==> config.mk <==
export PLATFORM = sky130hd
export DESIGN_NAME = slnt_cell
export DESIGN_NICKNAME = d
export VERILOG_FILES = /design/src/rtl/assert_macros.svh /design/src/rtl/slnt_pkg.sv /design/src/rtl/slnt_cell.sv
export SDC_FILE = /design/constraint.sdc
export NUM_CORES = 1
export LEC_CHECK = 0
export BUFFER_PORTS_ARGS = -buffer_cell sky130_fd_sc_hd__buf_2
export CAP_MARGIN = 20
export CORE_AREA = 2 2 156 158
export CTS_CLUSTER_DIAMETER = 120
export DETAILED_ROUTE_END_ITERATION = 8
export DIE_AREA = 0 0 158 160
export GPL_TIMING_DRIVEN = 0
export PLACE_DENSITY = 0.69
export SETUP_SLACK_MARGIN = 0.3
export SLEW_MARGIN = 20
export SYNTH_ARGS = -nofsm -noshare
export SYNTH_HDL_FRONTEND = slang
export SYNTH_SLANG_ARGS = --single-unit
==> constraint.sdc <==
create_clock -name clk -period 3.6 [get_ports clk]
set_clock_uncertainty 0.1 [all_clocks]
set_input_delay 0.36 -clock clk [delete_from_list [all_inputs] [get_ports clk]]
set_output_delay 0.36 -clock clk [all_outputs]
set_load 0.1 [all_outputs]
==> src/rtl/assert_macros.svh <==
// shared concurrent assertion macros
`ifndef ASSERT_MACROS_SVH
`define ASSERT_MACROS_SVH

// same-cycle implication, disabled during reset
`define ASSERT_IMPLY(label, clk, rst_n, ante, cons, msg) \
    label: assert property (@(posedge clk) disable iff (!rst_n) (ante) |-> (cons)) \
        else $error(msg);

// next-cycle implication, disabled during reset
`define ASSERT_NEXT(label, clk, rst_n, ante, cons, msg) \
    label: assert property (@(posedge clk) disable iff (!rst_n) (ante) |=> (cons)) \
        else $error(msg);

`endif

==> src/rtl/slnt_pkg.sv <==
package slnt_pkg;

    localparam int SLNT_CAPACITY = 256;

    // width used for slot against count or cell index compares
    localparam int SLOT_CMP_W = 16;

    localparam logic [1:0] KIND_FIND   = 2'd0;
    localparam logic [1:0] KIND_INSERT = 2'd1;
    localparam logic [1:0] KIND_REMOVE = 2'd2;

    localparam logic [1:0] ST_OK    = 2'd0;
    localparam logic [1:0] ST_FULL  = 2'd1;
    localparam logic [1:0] ST_RANGE = 2'd2;

    localparam logic [1:0] CELL_HOLD = 2'd0;
    localparam logic [1:0] CELL_CMP  = 2'd1;
    localparam logic [1:0] CELL_INS  = 2'd2;
    localparam logic [1:0] CELL_DEL  = 2'd3;

    typedef struct packed {
        logic [1:0]         kind;
        logic signed [63:0] search_key;
        logic [7:0]         slot;
        logic [31:0]        record_id;
    } in_item_t;

    typedef struct packed {
        logic [1:0] status;
        logic [8:0] found_slot;
        logic [8:0] entry_count;
    } out_item_t;

    typedef struct packed {
        logic signed [63:0] key;
        logic [31:0]        rid;
    } entry_t;

    // command broadcast to every cell
    typedef struct packed {
        logic [1:0]         op;
        logic signed [63:0] key;
        logic [31:0]        rid;
        logic [7:0]         slot;
    } cell_cmd_t;

endpackage

==> src/rtl/slnt_cell.sv <==
module slnt_cell
    import slnt_pkg::*;
#(
    parameter int IDX = 0
)
(
    input  logic      clk,
    input  cell_cmd_t cmd,
    input  entry_t    left,
    input  entry_t    right,
    output entry_t    entry,
    output logic      less
);

    localparam logic [SLOT_CMP_W-1:0] IDX_W = SLOT_CMP_W'(IDX);

    entry_t entry_reg;
    entry_t entry_next;
    logic   less_reg;
    logic   less_next;
    logic [SLOT_CMP_W-1:0] slot_w;

    assign slot_w = SLOT_CMP_W'(cmd.slot);

    always_comb
    begin
        entry_next = entry_reg;
        less_next  = less_reg;
        case (cmd.op)
            CELL_CMP:
            begin
                less_next = ($signed(entry_reg.key) < $signed(cmd.key));
            end
            CELL_INS:
            begin
                if (IDX_W == slot_w)
                begin
                    entry_next.key = cmd.key;
                    entry_next.rid = cmd.rid;
                end
                else if (IDX_W > slot_w)
                begin
                    entry_next = left;
                end
            end
            CELL_DEL:
            begin
                if (IDX_W >= slot_w)
                begin
                    entry_next = right;
                end
            end
            default:
            begin
                entry_next = entry_reg;
            end
        endcase
    end

    always_ff @(posedge clk)
    begin
        entry_reg <= entry_next;
        less_reg  <= less_next;
    end

    assign entry = entry_reg;
    assign less  = less_reg;

endmodule

# [Word level (Yosys, flattened, before mapping)]
# Index checks and enable logic that the tools add are counted.
[word_totals] register_bits=97 input_bits=299 output_inout_bits=97 wordCells=18
[op_classes] magnitude_cmp=3 eq_ne=5 muxes=4 n_reduce_logical=3
[op_table] cell="two-way mux 96 bit" count=3
[op_table] cell="one-hot mux 96 bit (2 select lines)" count=1
[op_table] cell="< comparator 64 bit" count=1
[op_table] cell="logical NOT 16 bit" count=1
[op_table] cell=">= comparator 1 x 8 -> 1 bit, first input constant" count=1
[op_table] cell="> comparator 1 x 8 -> 1 bit, first input constant" count=1
[op_table] cell="equality test 2 bit, second input constant" count=2
[op_table] cell="!= test 3 bit, second input constant" count=1
[op_table] cell="AND reduction 3 bit" count=1
[op_table] cell="equality test 2 x 1 -> 1 bit, second input constant" count=1
[op_table] cell="!= test 2 bit, second input constant" count=1
[op_table] cell="nonzero test 2 bit" count=1

# [Longest topological paths before layout]
# Gate-level depths: netlist of run 1.
[logic_depth] depth_word=4 depth_mapped=8 depth_no_buf=8

# [Worst setup path before layout of run 1]
# OpenSTA, ideal clock, no wires.
[synth_path] kind="input to register" start="input cmd[7] (netlist bit)" end="register entry_reg (netlist bit entry[0]), enable pin" setup_ns=0.466 t_arrival_ns=2.956 t_required_ns=3.034 setup_slack_ns=0.078 stages=2 n_path_buf=0 path_cell_list="nor4_2 -> and3_1"
[synth_between] elab_chain_len=3 word_cells_on_any_way=6 cone_classes="order compare (2); eq/ne (2); reduce/logical (2)"
[synth_rtl] item="from (decl)" line_no="slnt_cell.sv:8" text="input cell_cmd_t cmd,"
[synth_rtl] item="> comparator 1 x 8 -> 1 bit (tied with other cells)" line_no="slnt_cell.sv:41" text="else if (IDX_W > slot_w)"
[synth_rtl] item="!= test 3 bit (no source line) / != test 2 bit (equally long branches)"
[synth_rtl] item="AND reduction 3 bit (no source line) *"
[synth_rtl] item="to (signal assigned)" line_no="slnt_cell.sv:62" text="entry_reg <= entry_next;"
[synth_rtl] item="to (decl)" line_no="slnt_cell.sv:17" text="entry_t entry_reg;"
# Mark *: on every way between the ends. The rest lies on a longest branch, timed or not.
# A chain may end at the register's enable or synchronous reset.

# [Final worst setup path of run 1]
[layout_path] start="register entry_reg (netlist bit entry[70])" end="register less_reg, in the netlist less, data pin"
[layout_between] elab_chain_len=1
[layout_rtl] item="< comparator 64 bit" line_no="slnt_cell.sv:32" text="less_next = ($signed(entry_reg.key) < $signed(cmd.key));"
[layout_rtl] item="to (signal assigned)" line_no="slnt_cell.sv:63" text="less_reg <= less_next;"
[layout_rtl] item="to (decl)" line_no="slnt_cell.sv:19" text="logic less_reg;"
# Every way passes these cells.

==> summary.md, run 1 <==
| Metric | Value |
|---|---|
| Int Pwr | 2.08 mW |
| Setup-failing EPs final | 0 |
| Worst-path clk slew | 0.08 ns |
| CTS Sinks | 97 |
| Critical path class | flop to flop |
| Hold Vio Cnt, Final | 0 |
| WL final | 25200 µm |
| Worst-path maximum fanout | 3 |
| Non-filler instance count after layout | 1461 |
| Clk buf depth | 2 |
| Num CTS Buffers | 9 |
| Max VDD drop | 0.000183 V |
| Power Density | 300 nW/µm² |
| HP Class | input pin to flop |
| Core area | 23800 µm² |
| Row cnt | 57 |
| CTS-repair resized insts | 0 |
| Root Buffer | clkbuf_16 |
| FMAX | 422 MHz |
| Post-synth EDFFs | 97 |
| Die Ht | 160 µm |
| Initial Utilization | 0.273 |
| Chip width | 158 µm |
| Placer Congestion | 0.894 |
| Net Sw Frac | 0.253 |
| Routed vias | 6921 |
| Total track usage | 0.193 |
| Combinational Power Share | 0.165 |
| HPWL Detailed | 20700 µm |
| CP required | 3.60 ns |
| Mapped cell area | 6510 µm² |
| Port Buf Inserts | 395 |
| Final Cycle Share | 0.658 |
| Share of the yosys chip area belonging to registers | 0.447 |
| Vias/cell | 4.74 |
| Worst Path Arrival | 2.37 ns |
| Lkg Pwr | 4.49 nW |
| Initial antenna violation count | 6 |
| Die area | 25300 µm² |
| Setup bufs post-CTS | 0 |
| Fraction of registers with async set/reset | 0 |
| Iteration count of the initial detailed-routing pass | 5 |
| Avg WL per Cell | 17.2 µm |
| Crit. End Element | flop |
| Unrepaired setup endpoints after global routing | false |
| H-tree depth | 3 |
| Post-route ant nets | 0 |
| Global route overflow | 0 |
| Total placed cells including tap cells | 1443 |
| Synth Register Bits | 97 |
| Syn-to-layout area delta | 42.2% |
| Fin crit period | 2.37 ns |
| CP startpoint kind | flop |
| Iter 0 DRT Violations | 405 |
| Number of global-route vias before repair | 6809 |
| Max Cap Viol | 0 |
| Largest net degree at the start of global routing | 34 |
| Worst slew pin tran | 0.693 ns |
| Slew Viols, Final | 0 |
| Clock power frac | 0.384 |
| Reg power frac | 0.451 |
| Worst slack at placement | 0.947 ns |
| Share of layout cells above drive strength 1 | 0.384 |
| Sw power | 0.703 mW |
| # IOs | 396 |
| Most common cell after layout, fill and taps aside | buf_2 |
| Final WS setup | 1.23 ns |
| Util after Layout | 0.389 |
| Most frequent cells in the layout | 405 x buf_2, 111 x nand2_1, 97 x edfxtp_1 |
| Warnings, synthesis | 0 |
| Hold Buf Count CTS | 0 |
| Top FF cell, synth | edfxtp_1 |
| Max transition margin | 0.538 |
| Largest register FFs | 96 |
| CTS tree | done |
| Mapped Avg Cell Area | 9.02 µm² |
| Clk Latency, worst-skew pair | 0.35 ns |
| DR DRC count | 0 |
| First-pass GRT wire length | 36600 µm |
| WHS | 0.185 ns |
| Post-synth net total | 1084 |
| Yosys cell types | 37 |
| Cells after Synth | 722 |
| Fin nets | 1492 |
| Status | completed |
| Post-route setup TNS | 0 ns |
## power by group through the flow
stage	sequential, mW	combinational [mW]	clock, mW
2_1_floorplan	1.30	0.197	0
5_1_grt	1.26	0.514	1.14
4_1_cts	1.26	0.461	1.11
3_3_place_gp	1.28	0.449	0
3_5_place_dp	1.28	0.460	0
6_report	1.26	0.459	1.07
## stage by stage
stage | total power [mW] | instance area, µm²
finish | 2.78 | 9260
global route | 2.91 | 9260
CTS | 2.83 | 9250
detailed placement | 1.74 | 8940
global placement | 1.73 | 8890
floorplan | 1.50 | 6510
## worst max-delay path: stages, from the launching register on
cell      delay, ns
edfxtp_1       0.42
ha_1           0.31
nand4_1        0.15
nor4_1         0.56
nand4b_1       0.28
a21oi_2        0.22
o31ai_2        0.07
## final timing paths
kind               end  slack (ns)  startpoint  cells past startpoint
max reg2reg       less        1.23   entry[70]                      6
min reg2reg       less        0.70   entry[94]                      3
max               less        1.23   entry[70]                      6
min          entry[41]        0.18   right[41]                      3
## synth_stat cells, drive strengths merged (2+ instances only)
cell type	instances	area share
nand2	111	0.064
o21ai	109	0.084
edfxtp	97	0.45
a21oi	88	0.069
nor2	71	0.041
ha	63	0.12
inv	63	0.036
mux2i	33	0.051
clkbuf	26	0.015
buf	12	0.0088
nand4	9	0.0096
a21o	7	0.0081
nand3	4	0.0031
nor4	4	0.0081
a2111oi	3	0.0069
o21a	3	0.0035
a211oi	2	0.0023
nand2b	2	0.0019
nor2b	2	0.0019
nor3	2	0.0015
or2b	2	0.0027
## layout make-up
| type | count | area, µm² |
|---|---|---|
| inverter | 63 | 236 |
| tap | 324 | 405 |
| clock buffer | 9 | 225 |
| buffer | 38 | 155 |
| sequential | 97 | 2910 |
| antenna | 3 | 7.51 |
| multi-input combinational | 524 | 3210 |
| fill | 2487 | 14600 |
| timing repair buffer | 397 | 2020 |
| clock inverter | 6 | 90.1 |
## metal layers
metal  up-vias  global-route usage  part of all wire  routed length, µm
met5         -                   0            0.0011                 28
met4         4              0.0639             0.025                632
met3        41              0.0440             0.069               1740
met2       329               0.348              0.50              12600
met1      3182               0.223              0.40              10200
li1       3365                   -                 -                  -
## cell families (layout without fill, tap and decap cells)
family	after synthesis	in the layout	share of synthesized area
multiplexers	33	33	0.0507
AO/OA/AOI/OAI	217	217	0.182
AND/OR/NAND/NOR	211	211	0.139
other	0	3	0
buffers and inverters	101	513	0.0602
adder cells (fa/ha/maj)	63	63	0.121
flip-flops	97	97	0.447
(Power assumes the default switching activity.)
==> inputs of run 2 (changes only) <==
==> constraint.sdc (replaced) <==
create_clock -name clk -period 2 [get_ports clk]
set_clock_uncertainty 0.1 [all_clocks]
set_input_delay 0.2 -clock clk [delete_from_list [all_inputs] [get_ports clk]]
set_output_delay 0.2 -clock clk [all_outputs]
set_load 0.1 [all_outputs]
==> run 2 against run 1 <==
Net effect: the flow now finishes with violations (negative setup slack); highest routed layer unchanged; sequential share of layout area shrank 0.73 points; critical path type unchanged; utilization grew 0.92 points; non-clock buffer count grew 11; sequential power grew 79%; setup slack lost 1.5 ns.
==> summary.md, run 2 (synthesis results as in run 1) <==
| Metric | Value |
|---|---|
| Status | finished, violations left |
| Failing checks | negative setup slack |
| Fin crit period | 2.29 ns |
| Root Buffer | clkbuf_16 |
| Worst Path Arrival | 2.28 ns |
| Total track usage | 0.196 |
| Syn-to-layout area delta | 45.6% |
| Max transition margin | 0.635 |
| Initial Utilization | 0.273 |
| Fillcell total | 2458 |
| CP startpoint kind | flop |
| Crit. End Element | flop |
| R2R Setup Slk | -0.29 ns |
| Design Area, Final | 9480 µm² |
| Avg WL per Cell | 17.3 µm |
| Post-route ant nets | 0 |
| Share of layout cells above drive strength 1 | 0.413 |
| Worst-path clk slew | 0.07 ns |
| CTS tree | done |
| HP Class | input pin to flop |
| Setup-failing EPs final | 1 |
| Worst slew pin tran | 0.543 ns |
| Util after Layout | 0.398 |
| Worst slack at placement | -0.522 ns |
| CTS Sinks | 97 |
| Non-filler instance count after layout | 1472 |
| Met2 WL | 12500 µm |
| Clk Latency, worst-skew pair | 0.35 ns |
| FMAX | 436 MHz |
| Max Cap Viol | 0 |
| Num CTS Buffers | 9 |
| Routed vias | 7002 |
| Worst-path maximum fanout | 2 |
| Antenna Cells | 0 |
| Die Ht | 160 µm |
| Die area | 25300 µm² |
| Unrepaired setup endpoints after global routing | true |
| Global route overflow | 0 |
| Most common cell after layout, fill and taps aside | buf_2 |
| Final Cycle Share | 1.15 |
| Vias/cell | 4.76 |
| First-pass GRT wire length | 37400 µm |
| Most frequent cells in the layout | 403 x buf_2, 110 x nand2_1, 97 x edfxtp_1 |
| Placer Congestion | 0.882 |
| Total placed cells including tap cells | 1442 |
| Final WS setup | -0.293 ns |
| DR DRC count | 0 |
| H-tree depth | 3 |
| Chip width | 158 µm |
| Metal1 wirelength | 10200 µm |
| Core area | 23800 µm² |
| WL final | 25400 µm |
| Max VDD drop | 0.000320 V |
| Iter 0 DRT Violations | 452 |
| Critical path class | flop to flop |
| Largest register FFs | 96 |
| Lkg Pwr | 4.61 nW |
| # IOs | 396 |
| HPWL Detailed | 20200 µm |
| CP required | 1.99 ns |
| Post-DP Area | 8950 µm² |
| Max layer used | met5 |
| Met3 WL | 2200 µm |
| Fin nets | 1505 |
| Hold Vio Cnt, Final | 0 |
| Largest net degree at the start of global routing | 48 |
| Row cnt | 57 |
| Power Density | 507 nW/µm² |
| Port Buf Inserts | 395 |
| Number of global-route vias before repair | 7008 |
| Iteration count of the initial detailed-routing pass | 5 |
| WHS | 0.0200 ns |
| Clk buf depth | 2 |
| Initial antenna violation count | 5 |
| Slew Viols, Final | 0 |
[run 2: worst max-delay path, cell delays in order, from the launching register on]
cell and delay (ns):
edfxtp_1 0.40, ha_1 0.33, nor2_1 0.06, nor3_2 0.19
nand3_2 0.11, or4b_4 0.59, a21oi_4 0.16, o31ai_4 0.08
[run 2: repair_timing]
| item | in CTS | in global routing |
|---|---|---|
| gates resized for setup | 26 | 24 |
| cloned | 2 | 0 |
| hold buffers | 2 | 0 |
| pin swaps | 12 | 10 |
| endpoints found under the hold margin | 2 | 0 |
| buffers inserted | 6 | 4 |
| setup endpoints to repair | 136 | 136 |
[run 2: area by class of cell]
cell class	instances	area, µm²	area share
plain buffers	38	198	0.0209
well taps	324	405	0.0428
multi-input cells	526	3340	0.352
flip-flops and latches	97	2910	0.307
inverters	63	236	0.0249
clock inverters	6	48.8	0.00515
clock buffers	10	229	0.0242
repair buffers	408	2110	0.223
[run 2: per-stage QoR]
stage,total power [mW],setup TNS [ns]
floorplan,2.70,-0.595
global placement,3.11,-62.24
detailed placement,3.13,-42.37
CTS,4.86,-0.336
global route,5.05,-0.393
finish,4.81,-0.293
[run 2: final timing paths]
kind / start / endpoint / cells after the start
setup / recovery: entry[47] / less / 7
hold / removal: right[95] / entry[95] / 3
setup reg to reg: entry[47] / less / 7
hold reg to reg: entry[95] / less / 4
[run 2: where the power goes]
| part | switching, mW | internal, mW |
|---|---|---|
| logic | 0.451 | 0.404 |
| clock network | 0.833 | 0.859 |
| registers | 0.00218 | 2.26 |
| total | 1.29 | 3.52 |
[run 2: routing by layer]
layer,GRT usage,vias up
li1,-,3395
met1,0.236,3232
met2,0.341,336
met3,0.0505,37
met4,0.0577,2
met5,0,-
==> inputs of run 3 (changes only) <==
==> constraint.sdc (replaced) <==
create_clock -name clk -period 1.9 [get_ports clk]
set_clock_uncertainty 0.1 [all_clocks]
set_input_delay 0.19 -clock clk [delete_from_list [all_inputs] [get_ports clk]]
set_output_delay 0.19 -clock clk [all_outputs]
set_load 0.1 [all_outputs]
==> run 3 against run 2 <==
Net effect: the run still ends with negative setup slack left; combinational power is 12% higher; clock power is 5% higher; first-iteration DRC count is 5.1% lower; via count is 2.4% higher; critical path depth stayed put; routed wire length is 3.7% higher; total power is 6.5% higher; critical path type unchanged; largest power group unchanged; highest routed layer unchanged.
==> summary.md, run 3 (synthesis results as in run 1) <==
| Metric | Value |
|---|---|
| Status | finished, violations left |
| Failing checks | negative setup slack |
| Max transition margin | 0.632 |
| Num CTS Buffers | 9 |
| Routed vias | 7169 |
| HP Class | input pin to flop |
| Worst Path Arrival | 2.30 ns |
| Largest register FFs | 96 |
| Final Cycle Share | 1.22 |
| Total track usage | 0.198 |
| Net Sw Frac | 0.268 |
| Most frequent cells in the layout | 395 x buf_2, 110 x nand2_1, 97 x edfxtp_1 |
| # IOs | 396 |
| FMAX | 432 MHz |
| Iteration count of the initial detailed-routing pass | 5 |
| Avg WL per Cell | 17.6 µm |
| Share of layout cells above drive strength 1 | 0.439 |
| Buf/Inv on CP | 0 |
| Sw power | 1.37 mW |
| Initial Utilization | 0.273 |
| CTS Sinks | 97 |
| WL final | 26300 µm |
| Port Buf Inserts | 395 |
| R2R Setup Slk | -0.42 ns |
| Crit path cell chain | ha_1 -> nor2_1 -> nor3_2 -> nand3_2 -> or4b_4 -> a21oi_4 -> o31ai_4 |
| Most common cell after layout, fill and taps aside | buf_2 |
| Iter 0 DRT Violations | 429 |
| Fin nets | 1528 |
| CP startpoint kind | flop |
| CTS tree | done |
| Fin crit period | 2.32 ns |
| Antenna Cells | 0 |
| Clk buf depth | 2 |
| Global route overflow | 0 |
| Post-route ant nets | 0 |
| H-tree depth | 3 |
| Syn-to-layout area delta | 52.6% |
| Core area | 23800 µm² |
| Die area | 25300 µm² |
| Fillcell total | 2423 |
| Worst-path clk slew | 0.08 ns |
| Power Density | 515 nW/µm² |
| CP required | 1.88 ns |
| Die Ht | 160 µm |
| Hold Path Cell Cnt | 3 |
| Max Cap Viol | 0 |
| Worst slack at placement | -0.612 ns |
| Reg power frac | 0.465 |
| Crit. End Element | flop |
| Critical R2R Launch | entry[47] |
| Max VDD drop | 0.000336 V |
| First-pass GRT wire length | 37900 µm |
| Hold Vio Cnt, Final | 0 |
| FF-to-FF path depth | 7 |
| Worst slew pin tran | 0.547 ns |
| Crit-path max cell delay | 0.59 ns |
| Lkg Pwr | 4.78 nW |
| Crit-path slowest cell | or4b_4 |
| Combinational Power Share | 0.188 |
| Vias/cell | 4.80 |
| DR DRC count | 0 |
| Slew Viols, Final | 0 |
| Clk Latency, worst-skew pair | 0.35 ns |
| Placer Congestion | 0.882 |
| Row cnt | 57 |
| Setup-failing EPs final | 1 |
| Number of global-route vias before repair | 7095 |
| Hold_sp | right[82] |
| Area of the multi-input gates | 3440 µm² |
| HPWL Detailed | 20200 µm |
| Unrepaired setup endpoints after global routing | true |
| Int Pwr | 3.75 mW |
| Family with the most delay on the worst path | simple AND/OR/NAND/NOR gates |
| FF+latch area | 2910 µm² |
| Design Power | 5.12 mW |
| Initial antenna violation count | 4 |
| Clock power frac | 0.348 |
| Chip width | 158 µm |
| Hold endpoint | entry[82] |
| Root Buffer | clkbuf_16 |
| Final WS setup | -0.415 ns |
| Largest net degree at the start of global routing | 48 |
| R2r endpoint | less |
| Critical path class | flop to flop |
| Worst-path maximum fanout | 2 |
| Stages on worst setup path | 7 |
## run 3: power by group through the flow
stage	Clock, mW	Combinational (mW)	Sequential [mW]
after floorplan	0	0.376	2.47
after global placement	0	0.845	2.43
after detailed placement	0	0.870	2.43
after CTS	1.84	0.925	2.38
after global routing	1.93	1.07	2.38
final	1.78	0.961	2.38
## run 3: layer usage
metal	GRT usage	up-vias	routed length (µm)
met5	0	-	13
met4	0.0590	2	483
met3	0.0494	37	2150
met2	0.345	379	13100
met1	0.239	3307	10600
li1	-	3444	-
## run 3: what timing repair did
action | CTS | global route
gates cloned | 2 | 2
hold buffers | 16 | 0
buffers inserted | 9 | 8
endpoints found under the hold margin | 16 | 0
gates resized for setup | 33 | 121
pin swaps | 12 | 11
endpoints found under the setup margin | 141 | 85
## run 3: worst max-delay path by stage
stage          slack (ns)        end  startpoint
5_1_grt             -0.49       less   entry[59]
3_3_place_gp        -0.60  entry[72]    cmd[105]
4_1_cts             -0.44       less   entry[49]
3_5_place_dp        -0.61  entry[72]    cmd[105]
2_1_floorplan       -0.69       less   entry[51]
6_report            -0.42       less   entry[47]
## run 3: area by class of cell
cell class	instances	area share
multi-input combinational	526	0.346
sequential	97	0.293
timing repair buffer	431	0.239
tap	324	0.0408
buffer	38	0.0295
inverter	63	0.0238
clock buffer	10	0.0231
clock inverter	6	0.00491
## run 3: stage by stage
stage	std cells	setup TNS, ns	instance area (µm²)	utilization	hold WS (ns)
floorplan	722	-0.695	6550	-	0.277
global route	1495	-0.493	9930	0.417	0.0127
global placement	1441	-79.50	8930	0.375	0.365
finish	1495	-0.415	9930	0.417	0.0143
CTS	1485	-0.436	9570	0.402	0.00106
detailed placement	1442	-55.30	8950	0.376	0.369
## run 3: worst reg2reg max path: cells and delay by family, from the launching register on
family	cells	cell delay (ns)
fa+ha+maj	1	0.34
simple gates	4	0.95
compound gates	2	0.24
flops	1	0.42
