`config.mk`:
```
export PLATFORM = sky130hd
export DESIGN_NAME = slnt_search
export DESIGN_NICKNAME = d
export VERILOG_FILES = /design/src/rtl/slnt_pkg.sv /design/src/rtl/slnt_search.sv
export VERILOG_INCLUDE_DIRS = /design/src /design/src/rtl
export SDC_FILE = /design/constraint.sdc
export NUM_CORES = 1
export LEC_CHECK = 0
export BUFFER_PORTS_ARGS = -buffer_cell sky130_fd_sc_hd__buf_4
export CAP_MARGIN = 20
export CORE_AREA = 2 2 108 110
export CTS_BUF_LIST = sky130_fd_sc_hd__clkbuf_4 sky130_fd_sc_hd__clkbuf_8
export DETAILED_ROUTE_END_ITERATION = 8
export DIE_AREA = 0 0 110 112
export PLACE_DENSITY = 0.72
export SLEW_MARGIN = 20
export SYNTH_ARGS = -nofsm -noshare
export SYNTH_HDL_FRONTEND = slang
export SYNTH_SLANG_ARGS = --single-unit
```
`constraint.sdc`:
```
create_clock -name clk -period 5.2 [get_ports clk]
set_input_delay 0.78 -clock clk [delete_from_list [all_inputs] [get_ports clk]]
set_output_delay 0.78 -clock clk [all_outputs]
set_load 0.1 [all_outputs]
```
`src/rtl/assert_macros.svh`:
```
// shared concurrent assertion macros
`ifndef ASSERT_MACROS_SVH
`define ASSERT_MACROS_SVH

// same-cycle implication, disabled during reset
`define ASSERT_IMPLY(label, clk, rst_n, ante, cons, msg) \
    label: assert property (@(posedge clk) disable iff (!rst_n) (ante) |-> (cons)) \
        else $error(msg);

// next-cycle implication, disabled during reset
`define ASSERT_NEXT(label, clk, rst_n, ante, cons, msg) \
    label: assert property (@(posedge clk) disable iff (!rst_n) (ante) |=> (cons)) \
        else $error(msg);

`endif

```
`src/rtl/slnt_pkg.sv`:
```
package slnt_pkg;

    localparam int SLNT_CAPACITY = 256;

    // width used for slot against count or cell index compares
    localparam int SLOT_CMP_W = 16;

    localparam logic [1:0] KIND_FIND   = 2'd0;
    localparam logic [1:0] KIND_INSERT = 2'd1;
    localparam logic [1:0] KIND_REMOVE = 2'd2;

    localparam logic [1:0] ST_OK    = 2'd0;
    localparam logic [1:0] ST_FULL  = 2'd1;
    localparam logic [1:0] ST_RANGE = 2'd2;

    localparam logic [1:0] CELL_HOLD = 2'd0;
    localparam logic [1:0] CELL_CMP  = 2'd1;
    localparam logic [1:0] CELL_INS  = 2'd2;
    localparam logic [1:0] CELL_DEL  = 2'd3;

    typedef struct packed {
        logic [1:0]         kind;
        logic signed [63:0] search_key;
        logic [7:0]         slot;
        logic [31:0]        record_id;
    } in_item_t;

    typedef struct packed {
        logic [1:0] status;
        logic [8:0] found_slot;
        logic [8:0] entry_count;
    } out_item_t;

    typedef struct packed {
        logic signed [63:0] key;
        logic [31:0]        rid;
    } entry_t;

    // command broadcast to every cell
    typedef struct packed {
        logic [1:0]         op;
        logic signed [63:0] key;
        logic [31:0]        rid;
        logic [7:0]         slot;
    } cell_cmd_t;

endpackage

```
`src/rtl/slnt_search.sv`:
```
`include "assert_macros.svh"

module slnt_search
    import slnt_pkg::*;
#(
    parameter int CAPACITY = SLNT_CAPACITY,
    localparam int CW = $clog2(CAPACITY + 1),
    localparam int IW = $clog2(CAPACITY)
)
(
    input  logic                clk,
    input  logic                rst_n,
    input  logic                start,
    input  logic [CW-1:0]       count,
    input  logic [CAPACITY-1:0] less,
    output logic                done,
    output logic [CW-1:0]       pos
);

    logic          busy_reg;
    logic          busy_next;
    logic [CW-1:0] lo_reg;
    logic [CW-1:0] lo_next;
    logic [CW-1:0] hi_reg;
    logic [CW-1:0] hi_next;
    logic [CW-1:0] mid;
    logic          open;

    assign open = (lo_reg < hi_reg);
    assign mid  = lo_reg + ((hi_reg - lo_reg) >> 1);

    always_comb
    begin
        busy_next = busy_reg;
        lo_next   = lo_reg;
        hi_next   = hi_reg;
        if (start)
        begin
            busy_next = 1'b1;
            lo_next   = '0;
            hi_next   = count;
        end
        else if (busy_reg)
        begin
            if (open)
            begin
                // one halving step per cycle
                if (less[mid[IW-1:0]])
                begin
                    lo_next = mid + CW'(1);
                end
                else
                begin
                    hi_next = mid;
                end
            end
            else
            begin
                busy_next = 1'b0;
            end
        end
    end

    always_ff @(posedge clk or negedge rst_n)
    begin
        if (!rst_n)
        begin
            busy_reg <= 1'b0;
            lo_reg   <= '0;
            hi_reg   <= '0;
        end
        else
        begin
            busy_reg <= busy_next;
            lo_reg   <= lo_next;
            hi_reg   <= hi_next;
        end
    end

    assign done = busy_reg && !open;
    assign pos  = lo_reg;

    `ASSERT_IMPLY(a_lo_le_hi, clk, rst_n, busy_reg, lo_reg <= hi_reg, "search bounds crossed")

endmodule

```
* Yosys cells after proc, flatten, opt, wreduce, memory -nomap -nowiden
Cells that the tools add are included.
** Cells by class
- Reduce and logical (&&, ||, !) cells :: 7
- Equal/unequal tests :: 1
- $add $sub $neg :: 3
- $lt $le $gt $ge :: 2
- Muxes and demuxes :: 13
** Operator list (number)
- $mux 9 :: 8
- $add 9x1->9 const B :: 1
- $add 9x8->9 :: 1
- $lt 8x9->1 const B :: 1
- $lt 9x9->1 :: 1
- $sub 9x9->9 :: 1
- $bmux 1 s8 :: 1
- $reduce_and 3->1 :: 2
- $reduce_bool 2->1 :: 3
- $mux 1 :: 4
- $ne 2x2->1 const B :: 1
- $logic_and 1x1->1 :: 1
- $logic_not 1->1 :: 1
** Storage, ports and cells
- Input bits :: 268
- Flip-flop bits (word level) :: 19
- Output and inout port bits :: 10
- Logic and storage cells :: 29

* Longest topological paths before layout
Gate-level depths: netlist of the first run.
- Depth after elaboration :: 8
- Depth in mapped cells :: 21
- Mapped depth without buffers :: 19

* Least setup slack after synthesis of the first run
No wires, ideal clock.
- Path type :: flip-flop to flip-flop
- Start point :: register lo_reg[0], in the netlist pos[0]
- End point :: register lo_reg[0], in the netlist pos[0]
- Data arrival time :: 5.029 ns
- Setup time :: 0.125 ns
- Setup slack :: 0.046 ns
- Stages on the path, launching flop included :: 17
- Period minus slack after synthesis :: 5.154 ns
- Path buffers :: 4
- Required time :: 5.075 ns
- Path through :: dfrtp_1 ha_1 fa_1 inv_1 ha_1 fa_1 buf_4 clkbuf_1 mux4_2 mux4_2 mux2i_1 o22ai_1 or3b_1 buf_2 and4_1 buf_6 mux2_4
** Between the ends
- Word-level cells in the longest chain between the ends :: 7
- Elaborated cells between the ends (all ways) :: 13
- Those cells by class :: 3 x add/sub; 1 x order compare; 6 x mux; 3 x reduce/logical
** RTL lines
- start, declared :: RTL line slnt_search.sv:22 : logic [CW-1:0] lo_reg;
- start signal, assigned :: RTL line slnt_search.sv:75 : lo_reg <= lo_next;
- branches (longest 7 deep; another with $sub 9x9->9)
Parallel ways; which one is timed is not known. The select of a mux whose other input is x is not followed.
A chain may end at the register's enable or synchronous reset.

* Worst setup path after layout of the first run
- Start point :: register lo_reg[0], in the netlist pos[0]
- End point :: register hi_reg[2]
** Between the ends
- Word-level cells in the longest chain between the ends :: 6
- Elaborated cells between the ends (all ways) :: 12
- Those cells by class :: 2 x add/sub; 1 x order compare; 1 x eq/ne; 6 x mux; 2 x reduce/logical
** RTL lines
- $sub 9x9->9 :: RTL line slnt_search.sv:30 : assign mid = lo_reg + ((hi_reg - lo_reg) >> 1);
- $add 9x8->9 :: RTL line slnt_search.sv:30
- $bmux 1 s8 or $mux 9 (tied branches) :: RTL line slnt_search.sv:48 : if (less[mid[IW-1:0]])
- $mux 1 (implied by the code) or $mux 9 (tied branches) :: RTL line slnt_search.sv:48, slnt_search.sv:45
- $ne 2x2->1 (no line) or $mux 9 (tied branches)
- $reduce_and 3->1 (no line) or $mux 9 (tied branches)
- end signal, assigned :: RTL line slnt_search.sv:76 : hi_reg <= hi_next;
- end, declared :: RTL line slnt_search.sv:24 : logic [CW-1:0] hi_reg;
Parallel ways exist; a longest one is shown, timed or not. The select of a mux whose other input is x is not followed.

==> results.toml, run 1 <==
[die]
initial_utilization_pct = 36.3
die_w_um = 110
std_cell_rows = 39
die_area_sq_um = 12300
core_area_sq_um = 11200
die_y_um = 112
io_pins = 278

[logic_synthesis]
synth_seq_area_share_pct = 11.7
yosys_warnings = 0
ys_async_sr_fraction_pct = 100
synthFlopType = "dfrtp_1"
synthCells = 384
synth-seq-cells = 19
synth_area_sq_um = 4060
synth-edff-count = 0
syn_avg_cell_area_sq_um = 10.6
ys_types = 64
syn_nets = 673

[route]
met2_length_mm = 8.76
dr.max_layer_used = "met4"
drt_iter0_drc = 367
drcViolationCount = 0
dr_total_vias = 4597
wl_met3_mm = 1.27
final_antenna_net_count = 0
post_drt_wl_per_cell_um = 21.6
drt-met1-wl_mm = 6.82
first_pass_iters = 5
drt-vias-per-instance = 5.72
wl_mm = 17.4

[sta]
min_period_over_period_pct = 93.5
fin_setup_tns_ns = 0
post-route-min-period_ns = 4.86
maxSlewHeadroom_pct = 59.0
setup_violations = 0
tightest_slew_ns = 0.613
hold_violations = 0
clock_skew_ns = 0.00292
max_freq_ghz = 0.206
slew_violations = 0
rsz0062_at_grt = "no"

[critical_path]
path_max_fanout = 10
cp_top_family = "compound AO/OA/AOI/OAI gates"
arrival_ns = 5.01
timing.rr.start = "pos[0]"
path_buf_inv = 0
reg2reg_depth = 16
start_kind = "flip-flop"
reg2reg_to = "hi_reg[2]"
cp_slowest_cell = "or3b_4"
worstPathCellList = "ha_1 -> fa_1 -> nor2b_1 -> o21ai_0 -> nand2b_1 -> xor2_1 -> ha_2 -> a21oi_1 -> nand3_1 -> nand2_4 -> mux2_2 -> o311ai_0 -> o22ai_1 -> or3b_4 -> a311o_4 -> o221a_1"
path_class = "reg2reg"
required_ns = 5.35
worstSetupEndpointType = "flip-flop"
r2r_slack_ns = 0.34
max_stage_delay_ns = 0.48

[placement]
dpl.hpwl_mm = 14.8
io_buffers = 277
gp_congestion = 0.921

[layout]
areaGrowthSynthToFinish_pct = 58.5
fin_nets = 950
drive_above_1_share_pct = 59.2

[cts]
clock-root-buffer = "clkbuf_8"
cts_buffers = 3
cts.clk_slew.worst_paths_ns = 0.07
cts_sinks = 19
clock_path_buffers = 2
cts_hold_buf = 0
cts_tree = "built"
clk_latency_ns = 0.26
cts_max_level = 1

[global_routing]
grt_use_total_pct = 28.2
grt_pass1_wl_mm = 26.0
grt_max_degree = 57
antenna_found_initial = 1
grt_overflow = 0
grt_pass1_vias = 4736

[run_status]
status = "finished clean"

[hold_path]
worstHoldPathType = "in2async"

[flow_run]
max-cap-violations = 0
cell type report:
cell class | count | area [sq um]
diodes | 1 | 2.50
clock buffers | 4 | 48.8
fillers | 993 | 4740
inverters | 20 | 75.1
multi-input cells | 317 | 3360
flip-flops and latches | 19 | 475
well taps | 143 | 179
repair buffers | 300 | 2290
timing repair:
action                     in CTS  in global routing
buffers inserted                0                 10
resized for setup               0                  4
setup endpoints to repair       0                 15
how the worst max path moves through the flow:
stage,from,endpoint,slack (ns),cells past startpoint
after detailed placement,pos[0],pos[2],0.18,15
final,pos[0],hi_reg[2],0.34,16
after global placement,pos[1],hi_reg[2],0.29,17
after CTS,pos[0],pos[2],0.17,15
after global routing,pos[0],hi_reg[0],0.03,18
after floorplan,pos[0],pos[0],0.05,16
synthesized netlist by cell type, types with 4 or more instances:
master	n	area (sq um)
o21ai_0	10	50.1
o211a_1	4	40.0
inv_1	20	75.1
buf_2	6	30.0
xnor2_1	16	140
clkbuf_1	6	22.5
nand2_1	32	120
buf_6	8	90.1
nand3_1	18	90.1
buf_4	6	45.0
a21oi_1	10	50.1
dfrtp_1	19	475
and3_1	5	31.3
mux4_2	63	1420
and2_1	5	31.3
nor2b_1	6	37.5
ha_1	19	238
nor2_1	23	86.3
a211oi_1	7	52.6
a41oi_1	7	61.3
nand2b_1	6	37.5
o221ai_1	7	61.3
mux2i_1	18	180
nor3_1	4	20.0
layout by cell type, fill, tap and decap left out, types with 4 or more instances in the layout:
cell type	synthesis	layout
a211oi_1	7	7
a21oi_1	10	10
a41oi_1	7	7
and2_1	5	5
and3_1	5	5
buf_4	6	297
dfrtp_1	19	19
ha_1	19	17
inv_1	20	20
mux2i_1	18	18
mux4_2	63	63
nand2_1	32	32
nand2b_1	6	6
nand3_1	18	18
nor2_1	23	23
nor2b_1	6	6
nor3_1	4	4
o211a_1	4	4
o21ai_0	10	10
o221ai_1	7	7
xnor2_1	16	15
routing by layer:
layer | vias to the layer above | global-route usage (%)
li1 | 2097 | -
met1 | 2242 | 38.0
met2 | 227 | 45.9
met3 | 31 | 4.16
met4 | 0 | 9.45
met5 | - | 0
through the flow:
step / cell area [sq um] / hold WS (ns) / utilization (%) / std cells / setup slack [ns]
CTS: 6320 / 0.389 / 56.5 / 793 / 0.171
floorplan: 4060 / 0.484 / - / 384 / 0.0459
global placement: 6270 / 0.565 / 56.1 / 789 / 0.286
global route: 6430 / 0.396 / 57.6 / 804 / 0.0332
finish: 6430 / 0.381 / 57.6 / 804 / 0.337
detailed placement: 6270 / 0.560 / 56.1 / 789 / 0.182
cell families (layout without fill, tap and decap cells):
logic type	after synthesis	after routing	synth area share [%]
AOI/OAI and AO/OA	80	80	15.5
xor gates and xnor gates	20	20	4.78
adders and majority gates	21	21	6.85
buffers and inverters	48	324	6.76
DFF	19	19	11.7
muxes	86	86	41.0
other	0	1	0
and+or+nand+nor	110	110	13.4
Power of run 1 is left out: the tool's default activity adds up to more than one toggle a clock period on the data nets, which glitch-free logic cannot reach.
==> run 2, diff against run 1 <==
--- a/config.mk
+++ b/config.mk
@@ -6,13 +6,12 @@
 export SDC_FILE = /design/constraint.sdc
 export NUM_CORES = 1
 export LEC_CHECK = 0
-export BUFFER_PORTS_ARGS = -buffer_cell sky130_fd_sc_hd__buf_4
 export CAP_MARGIN = 20
-export CORE_AREA = 2 2 108 110
+export CORE_AREA = 2 2 107 109
 export CTS_BUF_LIST = sky130_fd_sc_hd__clkbuf_4 sky130_fd_sc_hd__clkbuf_8
 export DETAILED_ROUTE_END_ITERATION = 8
-export DIE_AREA = 0 0 110 112
-export PLACE_DENSITY = 0.72
+export DIE_AREA = 0 0 109 111
+export DONT_BUFFER_PORTS = 1
 export SLEW_MARGIN = 20
 export SYNTH_ARGS = -nofsm -noshare
 export SYNTH_HDL_FRONTEND = slang
==> run 2 against run 1 <==
Effect of this change:
- via count down 23%
- critical path type unchanged
- maximum frequency grew 0.10%
- hold slack lost 0.17 ns
- global-route usage fell by 4.7 points
- highest routed layer is now met5
- clock-buffer cell count shrank 1
- routed wire length down 16%
- setup slack gained 0.0049 ns
- cell count is 34% lower
==> results.toml, run 2 (same netlist as run 1, synthesis figures left out) <==
[run_status]
status = "finished clean"

[critical_path]
start_kind = "flip-flop"
reg2reg_depth = 17
path_class = "reg2reg"
arrival_ns = 5.01
required_ns = 5.35
worstSetupEndpointType = "flip-flop"
path_max_fanout = 9
r2r_slack_ns = 0.34
reg2reg_to = "hi_reg[2]"
timing.rr.start = "pos[1]"

[global_routing]
grt_pass1_wl_mm = 21.3
grt_use_total_pct = 23.4
grt_overflow = 0
grt_pass1_vias = 3634
antenna_found_initial = 6
grt_max_degree = 48

[placement]
gp_congestion = 0.950
io_buffers = 0
dpl.hpwl_mm = 12.3

[cts]
cts.clk_slew.worst_paths_ns = 0.07
clock-root-buffer = "clkbuf_8"
cts_sinks = 19
cts_max_level = 1
clk_latency_ns = 0.26
cts_tree = "built"
cts_buffers = 3
clock_path_buffers = 2

[route]
drcViolationCount = 0
drt_iter0_drc = 191
post_drt_wl_per_cell_um = 27.4
dr_total_vias = 3528
final_antenna_net_count = 0
drt-vias-per-instance = 6.64
wl_mm = 14.5
first_pass_iters = 4

[sta]
post-route-min-period_ns = 4.86
fin_setup_tns_ns = 0
max_freq_ghz = 0.206
hold_violations = 0
clock_skew_ns = 0.00174
rsz0062_at_grt = "no"
setup_violations = 0
tightest_slew_ns = 0.673
min_period_over_period_pct = 93.4
maxSlewHeadroom_pct = 55.0
slew_violations = 0

[die]
std_cell_rows = 39
die_area_sq_um = 12100
die_w_um = 109
die_y_um = 111
initial_utilization_pct = 36.6
io_pins = 278
core_area_sq_um = 11100

[layout]
layout_common_cells = "mux4_2 (63), nand2_1 (32), nor2_1 (23)"
drive_above_1_share_pct = 29.8
fin_nets = 676
layout_commonest_cell = "mux4_2"
areaGrowthSynthToFinish_pct = 7.96

[hold_path]
worstHoldPathType = "in2async"

[flow_run]
max-cap-violations = 0
## run 2: cell count changes in the layout (fill, tap and decap cells not counted)
cell / delta
xor2_2: +1
clkinv_2: +1
ha_1: +1
clkbuf_4: -1
nor4b_1: +1
or3b_4: -1
xnor2_2: +1
xor2_1: -1
diode_2: +1
ha_2: -1
or3b_1: +1
buf_4: -275
nor4b_2: -1
## run 2: area by class of cell
type / instances / area (sq um)
Tap cell: 143 / 179
Clock inverter: 1 / 5.00
Fill cell: 1082 / 6700
Timing Repair Buffer: 25 / 225
Clock buffer: 3 / 41.3
Inverter: 20 / 75.1
Antenna cell: 2 / 5.00
Sequential cell: 19 / 475
Multi-Input combinational cell: 318 / 3370
## run 2: through the flow
| stage | hold slack (ns) | worst slack, ns | util, % | cells | area [sq um] |
|---|---|---|---|---|---|
| CTS | 0.208 | 0.259 | 39.1 | 527 | 4330 |
| floorplan | 0.484 | 0.0459 | - | 384 | 4060 |
| global route | 0.194 | 0.00519 | 39.5 | 529 | 4370 |
| finish | 0.208 | 0.342 | 39.5 | 531 | 4380 |
| global placement | 0.485 | 0.413 | 38.7 | 523 | 4280 |
| detailed placement | 0.485 | 0.267 | 38.7 | 523 | 4280 |
## run 2: how the worst max path moves through the flow
stage	start	endpoint	slack, ns	cells past startpoint
2_1_floorplan	pos[0]	pos[0]	0.05	16
3_3_place_gp	pos[0]	pos[4]	0.41	14
3_5_place_dp	pos[1]	hi_reg[2]	0.27	16
4_1_cts	pos[1]	hi_reg[2]	0.26	16
5_1_grt	pos[0]	hi_reg[2]	0.005	17
6_report	pos[1]	hi_reg[2]	0.34	17
## run 2: repair_timing
action,in CTS,in global routing
setup buffers,0,1
setup endpoints to repair,0,11
hold buffers,0,0
gates resized for setup,0,2
## run 2: layer usage
metal	part of all wire [%]	GRT usage [%]
met1	41	33.4
met2	47	36.8
met3	11	6.64
met4	0.73	2.05
met5	0.39	0
## run 2: worst max-delay path: stages (launching register included)
cell	delay, ns
dfrtp_1	0.40
inv_1	0.06
ha_1	0.30
nor2b_1	0.14
o21ai_0	0.22
nor2b_1	0.20
xnor2_1	0.19
ha_1	0.39
a21oi_2	0.22
nand2_1	0.29
xnor2_4	0.25
buf_12	0.17
mux2i_1	0.12
mux2_2	0.26
mux4_2	0.50
o211ai_1	0.24
nand4bb_1	0.40
o221a_1	0.39
Power of run 2 is left out for the same reason.
==> run 3, diff against run 2 <==
--- a/config.mk
+++ b/config.mk
@@ -7,11 +7,15 @@
 export NUM_CORES = 1
 export LEC_CHECK = 0
 export CAP_MARGIN = 20
+export CELL_PAD_IN_SITES_DETAIL_PLACEMENT = 1
+export CELL_PAD_IN_SITES_GLOBAL_PLACEMENT = 1
 export CORE_AREA = 2 2 107 109
 export CTS_BUF_LIST = sky130_fd_sc_hd__clkbuf_4 sky130_fd_sc_hd__clkbuf_8
 export DETAILED_ROUTE_END_ITERATION = 8
 export DIE_AREA = 0 0 109 111
 export DONT_BUFFER_PORTS = 1
+export PLACE_DENSITY_LB_ADDON = 0.1
+export SKIP_LAST_GASP = 1
 export SLEW_MARGIN = 20
 export SYNTH_ARGS = -nofsm -noshare
 export SYNTH_HDL_FRONTEND = slang
==> run 3 against run 2 <==
Effect of this change:
- non-clock buffer count up 2
- via count up 0.34%
- hold slack worse by 0.0022 ns
- cell count up 0.94%
- clock skew up 0.0029 ns
- critical path type unchanged
==> results.toml, run 3 (same netlist as run 1, synthesis figures left out) <==
[layout]
areaGrowthSynthToFinish_pct = 7.87
drive_above_1_share_pct = 30.0
fin_nets = 677
layout_commonest_cell = "mux4_2"
utilization_pct = 39.5
layout_common_cells = "mux4_2 (63), nand2_1 (32), buf_4 (25)"
num-fill-cells = 1238

[sta]
post-route-min-period_ns = 4.79
tightest_slew_ns = 0.733
maxSlewHeadroom_pct = 50.5
hold_violations = 0
fin_setup_tns_ns = 0
rsz0062_at_grt = "no"
clock_skew_ns = 0.00468
whs_ns = 0.206
slew_violations = 0
min_period_over_period_pct = 92.2
setup_violations = 0
max_freq_ghz = 0.209

[critical_path]
worstPathCellList = "ha_1 -> fa_1 -> inv_1 -> ha_4 -> fa_2 -> buf_12 -> mux4_2 -> and2_1 -> a211oi_1 -> o21a_1 -> o41ai_2 -> or3b_1 -> and4_2 -> a211oi_1"
path_max_fanout = 60
path_common_cell = "a211oi_1"
cp_slowest_cell = "mux4_2"
start_kind = "flip-flop"
path_class = "reg2reg"
arrival_ns = 4.94
cp_top_family = "adder cells"
worstSetupEndpointType = "flip-flop"
path_buf_inv = 2
required_ns = 5.34
max_stage_delay_ns = 0.57

[flow_run]
max-cap-violations = 0

[route]
dr_total_vias = 3540
first_pass_iters = 7
drcViolationCount = 0
post_drt_wl_per_cell_um = 30.1
drt_iter0_drc = 229
drt-vias-per-instance = 6.60
final_antenna_net_count = 0
wl_mm = 16.1

[die]
die_y_um = 111
std_cell_rows = 39
initial_utilization_pct = 36.6
core_area_sq_um = 11100
io_pins = 278
die_w_um = 109
die_area_sq_um = 12100

[placement]
io_buffers = 0
dpl.hpwl_mm = 13.9
gp_congestion = 0.925

[cts]
clk_latency_ns = 0.26
clock-root-buffer = "clkbuf_8"
cts_sinks = 19
cts_buffers = 3
cts_max_level = 1
clock_path_buffers = 2
cts_tree = "built"
cts.clk_slew.worst_paths_ns = 0.08

[hold_path]
worstHoldPathType = "in2async"

[global_routing]
grt_pass1_wl_mm = 23.5
grt_pass1_vias = 3684
grt_overflow = 0
grt_max_degree = 61
grt_use_total_pct = 26.3
antenna_found_initial = 10

[run_status]
status = "finished clean"
run 3: layout make-up:
class | instances | area (sq um) | share of cell area (%)
Tap cell | 143 | 179 | 4.09
Inverter | 20 | 75.1 | 1.72
Antenna cell | 6 | 15.0 | 0.343
Sequential cell | 19 | 475 | 10.9
Multi-Input combinational cell | 317 | 3350 | 76.7
Clock buffer | 4 | 48.8 | 1.12
Timing Repair Buffer | 27 | 228 | 5.20
run 3: stage by stage:
step                      cell area (sq um)  std cells  setup WS [ns]
final                                  4380        536          0.406
after global routing                   4360        531         0.0165
after CTS                              4350        530          0.230
after detailed placement               4310        526          0.247
after global placement                 4310        526          0.318
after floorplan                        4060        384         0.0459
run 3: final timing paths:
check | start | endpoint | slack (ns) | cells past startpoint
min in group clk | start | pos[7] | 0.58 | 1
max | pos[0] | pos[5] | 0.41 | 14
min | rst_n | busy_reg | 0.21 | 0
min reg2reg | hi_reg[0] | hi_reg[0] | 0.59 | 2
max reg2reg | pos[0] | pos[5] | 0.41 | 14
max in group asynchronous | rst_n | pos[3] | 4.92 | 0
run 3: routing by layer:
metal / track usage (%) / up-vias / share of wire, %
li1: - / 1554 / -
met1: 36.5 / 1767 / 41
met2: 41.3 / 193 / 48
met3: 8.70 / 16 / 10
met4: 2.91 / 10 / 0.73
met5: 0 / - / 0.39
run 3: timing repair:
item,4_1_cts,5_1_grt
setup endpoints to repair,0,10
hold endpoints to repair,0,0
hold buffers,0,0
resized for setup,0,2
buffers inserted,0,0
Power of run 3 is left out for the same reason.
